### src/rtl/esbc_pkg.sv
// Package for the encoder-set blink counter: widths, reset values,
// register indexes and payload structs. No dependencies.
package esbc_pkg;

    localparam int COUNT_W  = 14;
    localparam int PERIOD_W = 8;
    localparam int CFG_IDX_W  = 1;
    localparam int CFG_DATA_W = COUNT_W;

    localparam logic [COUNT_W-1:0]  COUNT_LIMIT_RST = COUNT_W'(9999);
    localparam logic [PERIOD_W-1:0] PERIOD_RST      = PERIOD_W'(100);

    typedef enum logic [CFG_IDX_W-1:0] {
        CFG_COUNT_LIMIT  = 1'b0,
        CFG_BLINK_PERIOD = 1'b1
    } cfg_idx_t;

    typedef struct packed {
        logic [COUNT_W-1:0]  count_limit;
        logic [PERIOD_W-1:0] blink_period_ticks;
    } cfg_t;

    typedef struct packed {
        logic clk_level;
        logic dt_level;
        logic button_level;
        logic tick;
    } in_req_t;

    typedef struct packed {
        logic [COUNT_W-1:0] count_value;
        logic               led_on;
        logic               blink_active;
    } out_req_t;

endpackage

### src/rtl/encoder_set_blink_counter_unit.sv
// Encoder-set blink counter, top level. A request is held in the input register,
// then its result is written to the result register.
// Throughput: one request per cycle while the output is not stalled, set by the
// single-pass state update between input and result registers.
// Reset (rst_n low, async): both stages empty, count 0, LED off, not
// blinking, count_limit 9999, blink_period_ticks 100. Depends on esbc_pkg, esbc_cfg, esbc_core.
module encoder_set_blink_counter_unit
(
    input  logic                               clk,
    input  logic                               rst_n,
    // configuration write port
    input  logic                               cfg_we,
    input  logic [esbc_pkg::CFG_IDX_W-1:0]     cfg_index,
    input  logic [esbc_pkg::CFG_DATA_W-1:0]    cfg_data,
    // request input channel
    input  logic                               in_valid,
    output logic                               in_stall,
    input  esbc_pkg::in_req_t                  in_req,
    // result output channel
    output logic                               out_valid,
    input  logic                               out_stall,
    output esbc_pkg::out_req_t                 out_req
);

    esbc_pkg::cfg_t     cfg;
    esbc_pkg::in_req_t  s1_req_reg;
    logic               s1_valid_reg;
    esbc_pkg::out_req_t result;
    esbc_pkg::out_req_t out_req_reg;
    logic               out_valid_reg;
    logic               advance;
    logic               in_take;

    esbc_cfg u_cfg
    (
        .clk       (clk),
        .rst_n     (rst_n),
        .cfg_we    (cfg_we),
        .cfg_index (cfg_index),
        .cfg_data  (cfg_data),
        .cfg       (cfg)
    );

    // The held request commits to state and result register together,
    // whenever the result register is empty or being drained.
    assign advance  = s1_valid_reg && (!out_valid_reg || !out_stall);
    // Input register frees up in the same cycle it advances.
    assign in_stall = s1_valid_reg && !advance;
    assign in_take  = in_valid && !in_stall;

    esbc_core u_core
    (
        .clk    (clk),
        .rst_n  (rst_n),
        .step   (advance),
        .req    (s1_req_reg),
        .cfg    (cfg),
        .result (result)
    );

    // input register
    always_ff @(posedge clk or negedge rst_n)
    begin
        if (!rst_n)
            s1_valid_reg <= 1'b0;
        else if (in_take)
            s1_valid_reg <= 1'b1;
        else if (advance)
            s1_valid_reg <= 1'b0;
    end

    always_ff @(posedge clk)
    begin
        if (in_take)
            s1_req_reg <= in_req;
    end

    // result register
    always_ff @(posedge clk or negedge rst_n)
    begin
        if (!rst_n)
            out_valid_reg <= 1'b0;
        else if (advance)
            out_valid_reg <= 1'b1;
        else if (!out_stall)
            out_valid_reg <= 1'b0;
    end

    always_ff @(posedge clk)
    begin
        if (advance)
            out_req_reg <= result;
    end

    assign out_valid = out_valid_reg;
    assign out_req   = out_req_reg;

endmodule

### src/rtl/esbc_cfg.sv
// Configuration register file for the blink counter.
// Depends on esbc_pkg.
module esbc_cfg
(
    input  logic                               clk,
    input  logic                               rst_n,
    input  logic                               cfg_we,
    input  logic [esbc_pkg::CFG_IDX_W-1:0]     cfg_index,
    input  logic [esbc_pkg::CFG_DATA_W-1:0]    cfg_data,
    output esbc_pkg::cfg_t                     cfg
);

    esbc_pkg::cfg_t cfg_reg;

    always_ff @(posedge clk or negedge rst_n)
    begin
        if (!rst_n)
        begin
            cfg_reg.count_limit        <= esbc_pkg::COUNT_LIMIT_RST;
            cfg_reg.blink_period_ticks <= esbc_pkg::PERIOD_RST;
        end
        else if (cfg_we)
        begin
            case (esbc_pkg::cfg_idx_t'(cfg_index))
                esbc_pkg::CFG_COUNT_LIMIT:
                    cfg_reg.count_limit <= cfg_data[esbc_pkg::COUNT_W-1:0];
                esbc_pkg::CFG_BLINK_PERIOD:
                    cfg_reg.blink_period_ticks <= cfg_data[esbc_pkg::PERIOD_W-1:0];
                default:
                    ;
            endcase
        end
    end

    assign cfg = cfg_reg;

endmodule

### src/rtl/esbc_core.sv
// State registers and per-request update logic: encoder, button,
// blink check, prescaler. Depends on esbc_pkg.
module esbc_core
(
    input  logic                clk,
    input  logic                rst_n,
    input  logic                step,
    input  esbc_pkg::in_req_t   req,
    input  esbc_pkg::cfg_t      cfg,
    output esbc_pkg::out_req_t  result
);

    localparam int CW = esbc_pkg::COUNT_W;
    localparam int PW = esbc_pkg::PERIOD_W;

    logic          last_clock_reg, last_clock_next;
    logic          released_reg,   released_next;
    logic [CW-1:0] count_reg,      count_next;
    logic [PW-1:0] presc_reg,      presc_next;
    logic          blinking_reg,   blinking_next;
    logic          led_reg,        led_next;

    always_comb
    begin
        last_clock_next = last_clock_reg;
        released_next   = released_reg;
        count_next      = count_reg;
        presc_next      = presc_reg;
        blinking_next   = blinking_reg;
        led_next        = led_reg;

        // encoder: step on any clock change
        if (req.clk_level != last_clock_reg)
        begin
            last_clock_next = req.clk_level;
            if (req.dt_level == req.clk_level)
            begin
                if (count_reg != '0)
                    count_next = count_reg - CW'(1);
            end
            else if (count_reg < cfg.count_limit)
            begin
                count_next = count_reg + CW'(1);
            end
        end

        // button: falling edge starts a blink run if the count is nonzero
        if (req.button_level)
            released_next = 1'b1;
        if (released_next && !req.button_level)
        begin
            released_next = 1'b0;
            if (count_next != '0)
                blinking_next = 1'b1;
        end

        // blink: toggle at period, turn-off uses one count
        if (blinking_next && presc_reg == cfg.blink_period_ticks)
        begin
            presc_next = '0;
            led_next   = !led_reg;
            if (!led_next)
            begin
                if (count_next != '0)
                    count_next = count_next - CW'(1);
                if (count_next == '0)
                    blinking_next = 1'b0;
            end
        end

        if (req.tick)
            presc_next = presc_next + PW'(1);
    end

    always_ff @(posedge clk or negedge rst_n)
    begin
        if (!rst_n)
        begin
            last_clock_reg <= 1'b1;
            released_reg   <= 1'b1;
            count_reg      <= '0;
            presc_reg      <= '0;
            blinking_reg   <= 1'b0;
            led_reg        <= 1'b0;
        end
        else if (step)
        begin
            last_clock_reg <= last_clock_next;
            released_reg   <= released_next;
            count_reg      <= count_next;
            presc_reg      <= presc_next;
            blinking_reg   <= blinking_next;
            led_reg        <= led_next;
        end
    end

    assign result.count_value  = count_next;
    assign result.led_on       = led_next;
    assign result.blink_active = blinking_next;

endmodule

### config.mk
export PLATFORM = sky130hd
export DESIGN_NAME = encoder_set_blink_counter_unit
export DESIGN_NICKNAME = d
export VERILOG_FILES = /design/src/rtl/esbc_pkg.sv /design/src/rtl/encoder_set_blink_counter_unit.sv /design/src/rtl/esbc_cfg.sv /design/src/rtl/esbc_core.sv
export SDC_FILE = /design/constraint.sdc
export NUM_CORES = 1
export LEC_CHECK = 0
export BUFFER_PORTS_ARGS = -buffer_cell sky130_fd_sc_hd__buf_4
export CORE_ASPECT_RATIO = 1.1
export CORE_MARGIN = 2
export CORE_UTILIZATION = 50
export DETAILED_ROUTE_END_ITERATION = 7
export PLACE_DENSITY = 0.69
export SYNTH_ARGS = -nofsm -noshare
export SYNTH_HDL_FRONTEND = slang
export SYNTH_SLANG_ARGS = --single-unit
### constraint.sdc
create_clock -name clk -period 10.6 [get_ports clk]
set_input_delay 0.53 -clock clk [delete_from_list [all_inputs] [get_ports clk]]
set_output_delay 0.53 -clock clk [all_outputs]
set_load 0.01 [all_outputs]
==> results list <==
- The run finished with clean final reports.
* Top-level I/O count: 42
- The H-tree was split into 3 levels.
- The register with the most flip-flops in the layout has 22 of them.
* Setup Skew: 10.4 ps
- In the synthesized netlist the dominant register cell turns out to be sky130_fd_sc_hd__dfrtp_1.
- HPWL Detailed: 8.98 mm
- CTS tree: yes
- Setup repair after global routing missed its margin: no
* Clock network latency to the later pin of the worst-skew pair: 360 ps
- Period utilisation layout: 53.1%
* Area share of the largest cell type after synthesis: 19.7%
* Count of routing violations after the opening detailed-route iteration: 255
- After synthesis, the netlist uses 69 different library cells.
- Slew Limit Headroom: 42.5%
- Post-synth top cells: sky130_fd_sc_hd__nand2_1, sky130_fd_sc_hd__dfrtp_1, sky130_fd_sc_hd__a21oi_1, sky130_fd_sc_hd__nor2_1, sky130_fd_sc_hd__inv_1
- Total Power: 1.14 mW
* Cell types occupying the most area after synthesis: sky130_fd_sc_hd__dfrtp_1, sky130_fd_sc_hd__edfxtp_1, sky130_fd_sc_hd__dfstp_2
* Wire length of the first global-routing pass: 19.9 mm
* Fraction of registers with async set/reset: 71.4%
- Number of port buffers: 41
- After technology mapping, the gate count stands at 506.
* Synthesized area per cell: 9.28 um^2
* Number of detailed-routing iterations run before antenna repair: 6
- Setup violations remaining at the end of the flow were counted as 0.
* Vertical die dimension: 106 um
- Maximum number of pins on one net before global-route repair: 51
- Buffers inserted to repair hold after CTS numbered 0.
- Cell with the most instances after synthesis: sky130_fd_sc_hd__nand2_1
- Setup slack on the worst reg-to-reg path comes out at 4980 ps.
- The number of nets in the synthesized netlist is 548.
- Total CTS buffers: 9
* Total detailed-routing wirelength: 12.0 mm
- In this run the core area contains 37 standard-cell rows.
- Yosys mapped a number of flops with a built-in enable equal to 20.
- Final count of hold timing violations: 0
- After global routing the overflow that remains totals 0.
- Cells along the critical path: inv_1 > ha_1 > nand4_1 > nor3_1 > and2_1 > nor3_1 > o311ai_1 > ha_1 > inv_1 > nor2_2 > nand3_1 > nor4_4 > o21bai_1 > and2_1 > nor2b_1 > ha_1 > and3_1 > and2_1 > nand3_1 > or3_1 > a21oi_1 > a21o_1
* Area of the die: 0.0102 mm^2
- In this run the worst hold path is classified as input pin to asynchronous set/reset pin.
- Critical path's slowest cell: sky130_fd_sc_hd__o311ai_1
- Path type of the worst setup path: flop to flop
- Final sum of negative setup slack: 0 ps
* Net total in the final layout: 577
- Leakage power: 2.07 nW
* Yosys reg bits: 70
- The initial utilization of the core area, before any placement, comes to 50.7%.
- Root Buffer: sky130_fd_sc_hd__clkbuf_8
- Yosys printed 0 warnings.
- Post-cts resize count: 0
- Floorplan die width: 96.4 um
- Power spread over the standard cell area amounts to 218 mW/mm^2.
- Via density per instance: 6.01
* Number of nets still failing antenna checks after routing: 0
* Area Overhead vs Synth: 11.5%
* Avg WL per Cell: 18.3 um
- CP arrival: 5930 ps
- In the global route stage, overall resource usage came out at 25.5%.
- In the routed design, unresolved DRC markers number 0.
- For this block, the via count after detailed routing is 3951.
* Diode count: 0
- Final Critical Period: 5620 ps
- Max Fclk: 178 MHz
- Utilization after layout: 56.5%
- For the pin with the worst max-slew slack, the measured transition is 856 ps.
* Number of global-route vias before repair: 3955
- Sequential fraction of the synthesis area: 39.8%
* Cell type with the largest total area after synthesis: sky130_fd_sc_hd__dfrtp_1
- Post-place setup slack: 5020 ps
* Post-synthesis instance area: 0.00470 mm^2
* Antenna violations before repair: 0
* Worst reg2reg path startpoint: u_cfg.cfg[21]
- Core Footprint: 0.00926 mm^2
- After clock tree synthesis, the clock-pin slew on the worst setup and hold paths is 80 ps.
- Final slew viol count: 0
- STA classifies the critical path endpoint as a flop.
- The worst setup path is launched from a flop.
- Largest voltage drop on the vdd net: 0.106 mV
- First element of the critical path: u_cfg.cfg[21]
- Worst stage delay on the critical path: 580 ps
- Across the run, the number of max-cap violations was 0.
- CTS saw 70 sinks.
- CP Data Required Time: 10900 ps
- Final setup margin: 4980 ps
* Gpl congestion: 0.946
- In this run the post-CTS setup repair buffer count came out at 0.
- Fraction of final layout cells sized beyond drive strength 1: 21.1%
* Clock Path Buffers: 2
- Worst Path Max Fanout: 13
## metrics by stage
step	instances	hold slack [ps]	cell area (um^2)
3_5_place_dp	641	457	5070
3_3_place_gp	641	452	5070
6_report	657	190	5230
2_1_floorplan	506	234	4700
5_1_grt	657	242	5230
4_1_cts	657	216	5230
## worst max-delay path: cells and delay by family, from the launching register on
family,cells,cell delay (ps)
AO/OA/AOI/OAI,4,1060
adder cells (fa/ha/maj),3,770
buffers and inverters,2,100
flip-flops,1,510
AND/OR/NAND/NOR,13,3120
## final timing paths
| check | to | depth (start not counted) |
|---|---|---|
| max reg2reg | u_core.presc_reg[6] | 22 |
| min in group clk | s1_req_reg[0] | 1 |
| max | u_core.presc_reg[6] | 22 |
| min | u_cfg.cfg[1] | 1 |
| max in group asynchronous | u_core.count_reg[11] | 1 |
| min reg2reg | u_core.released_reg | 2 |
## per-layer routing
metal	GRT usage [%]	wire length, um	up-vias
met5	0	0	-
met3	4.57	659	24
met2	39.9	5700	124
met1	34.3	5360	1913
li1	-	-	1890
met4	10.9	320	0
## layout by cell type, fill, tap and decap left out, types with 4 or more instances in the layout
cell,n
sky130_fd_sc_hd__nand4_1,11
sky130_fd_sc_hd__nor4_1,8
sky130_fd_sc_hd__mux2i_1,7
sky130_fd_sc_hd__xnor2_1,22
sky130_fd_sc_hd__a21oi_1,24
sky130_fd_sc_hd__nor2_1,24
sky130_fd_sc_hd__a31oi_1,5
sky130_fd_sc_hd__edfxtp_1,20
sky130_fd_sc_hd__o21ai_1,7
sky130_fd_sc_hd__ha_1,18
sky130_fd_sc_hd__dfstp_2,13
sky130_fd_sc_hd__o21ai_0,22
sky130_fd_sc_hd__dfrtp_1,37
sky130_fd_sc_hd__o31ai_1,4
sky130_fd_sc_hd__nor3_1,16
sky130_fd_sc_hd__nand2b_1,11
sky130_fd_sc_hd__xor2_1,9
sky130_fd_sc_hd__mux2_2,22
sky130_fd_sc_hd__nand2_1,65
sky130_fd_sc_hd__or3_1,9
sky130_fd_sc_hd__clkbuf_8,9
sky130_fd_sc_hd__nand3_1,16
sky130_fd_sc_hd__nor2b_1,9
sky130_fd_sc_hd__and2_1,8
sky130_fd_sc_hd__and3_1,9
sky130_fd_sc_hd__inv_1,23
sky130_fd_sc_hd__nor4_2,6
sky130_fd_sc_hd__buf_4,46
## logic make-up (layout without fill, tap and decap cells)
kind of cell,Yosys count,count (layout),share of synthesized area (%)
flip-flops,70,70,39.8
multiplexers,33,33,8.05
AO/OA/AOI/OAI,93,93,12.9
buffers and inverters,51,85,4.42
AND/OR/NAND/NOR,210,210,24.2
XOR/XNOR,31,31,5.78
adder cells (fa/ha/maj),18,18,4.80
## final cells by class
cell class | instances | area (um^2)
Tap cell | 117 | 146
Sequential cell | 70 | 1870
Timing Repair Buffer | 46 | 345
Fill cell | 874 | 4030
Clock buffer | 11 | 131
Multi-Input combinational cell | 385 | 2620
Clock inverter | 5 | 36.3
Inverter | 23 | 86.3
## power by group
part | total, mW | leakage (nW) | internal, mW | switching, mW
Clock | 0.191 | 0.0838 | 0.0855 | 0.106
Sequential | 0.433 | 0.749 | 0.347 | 0.0854
Combinational | 0.516 | 1.23 | 0.209 | 0.307
No activity file was read; power rests on OpenSTA's default activity.
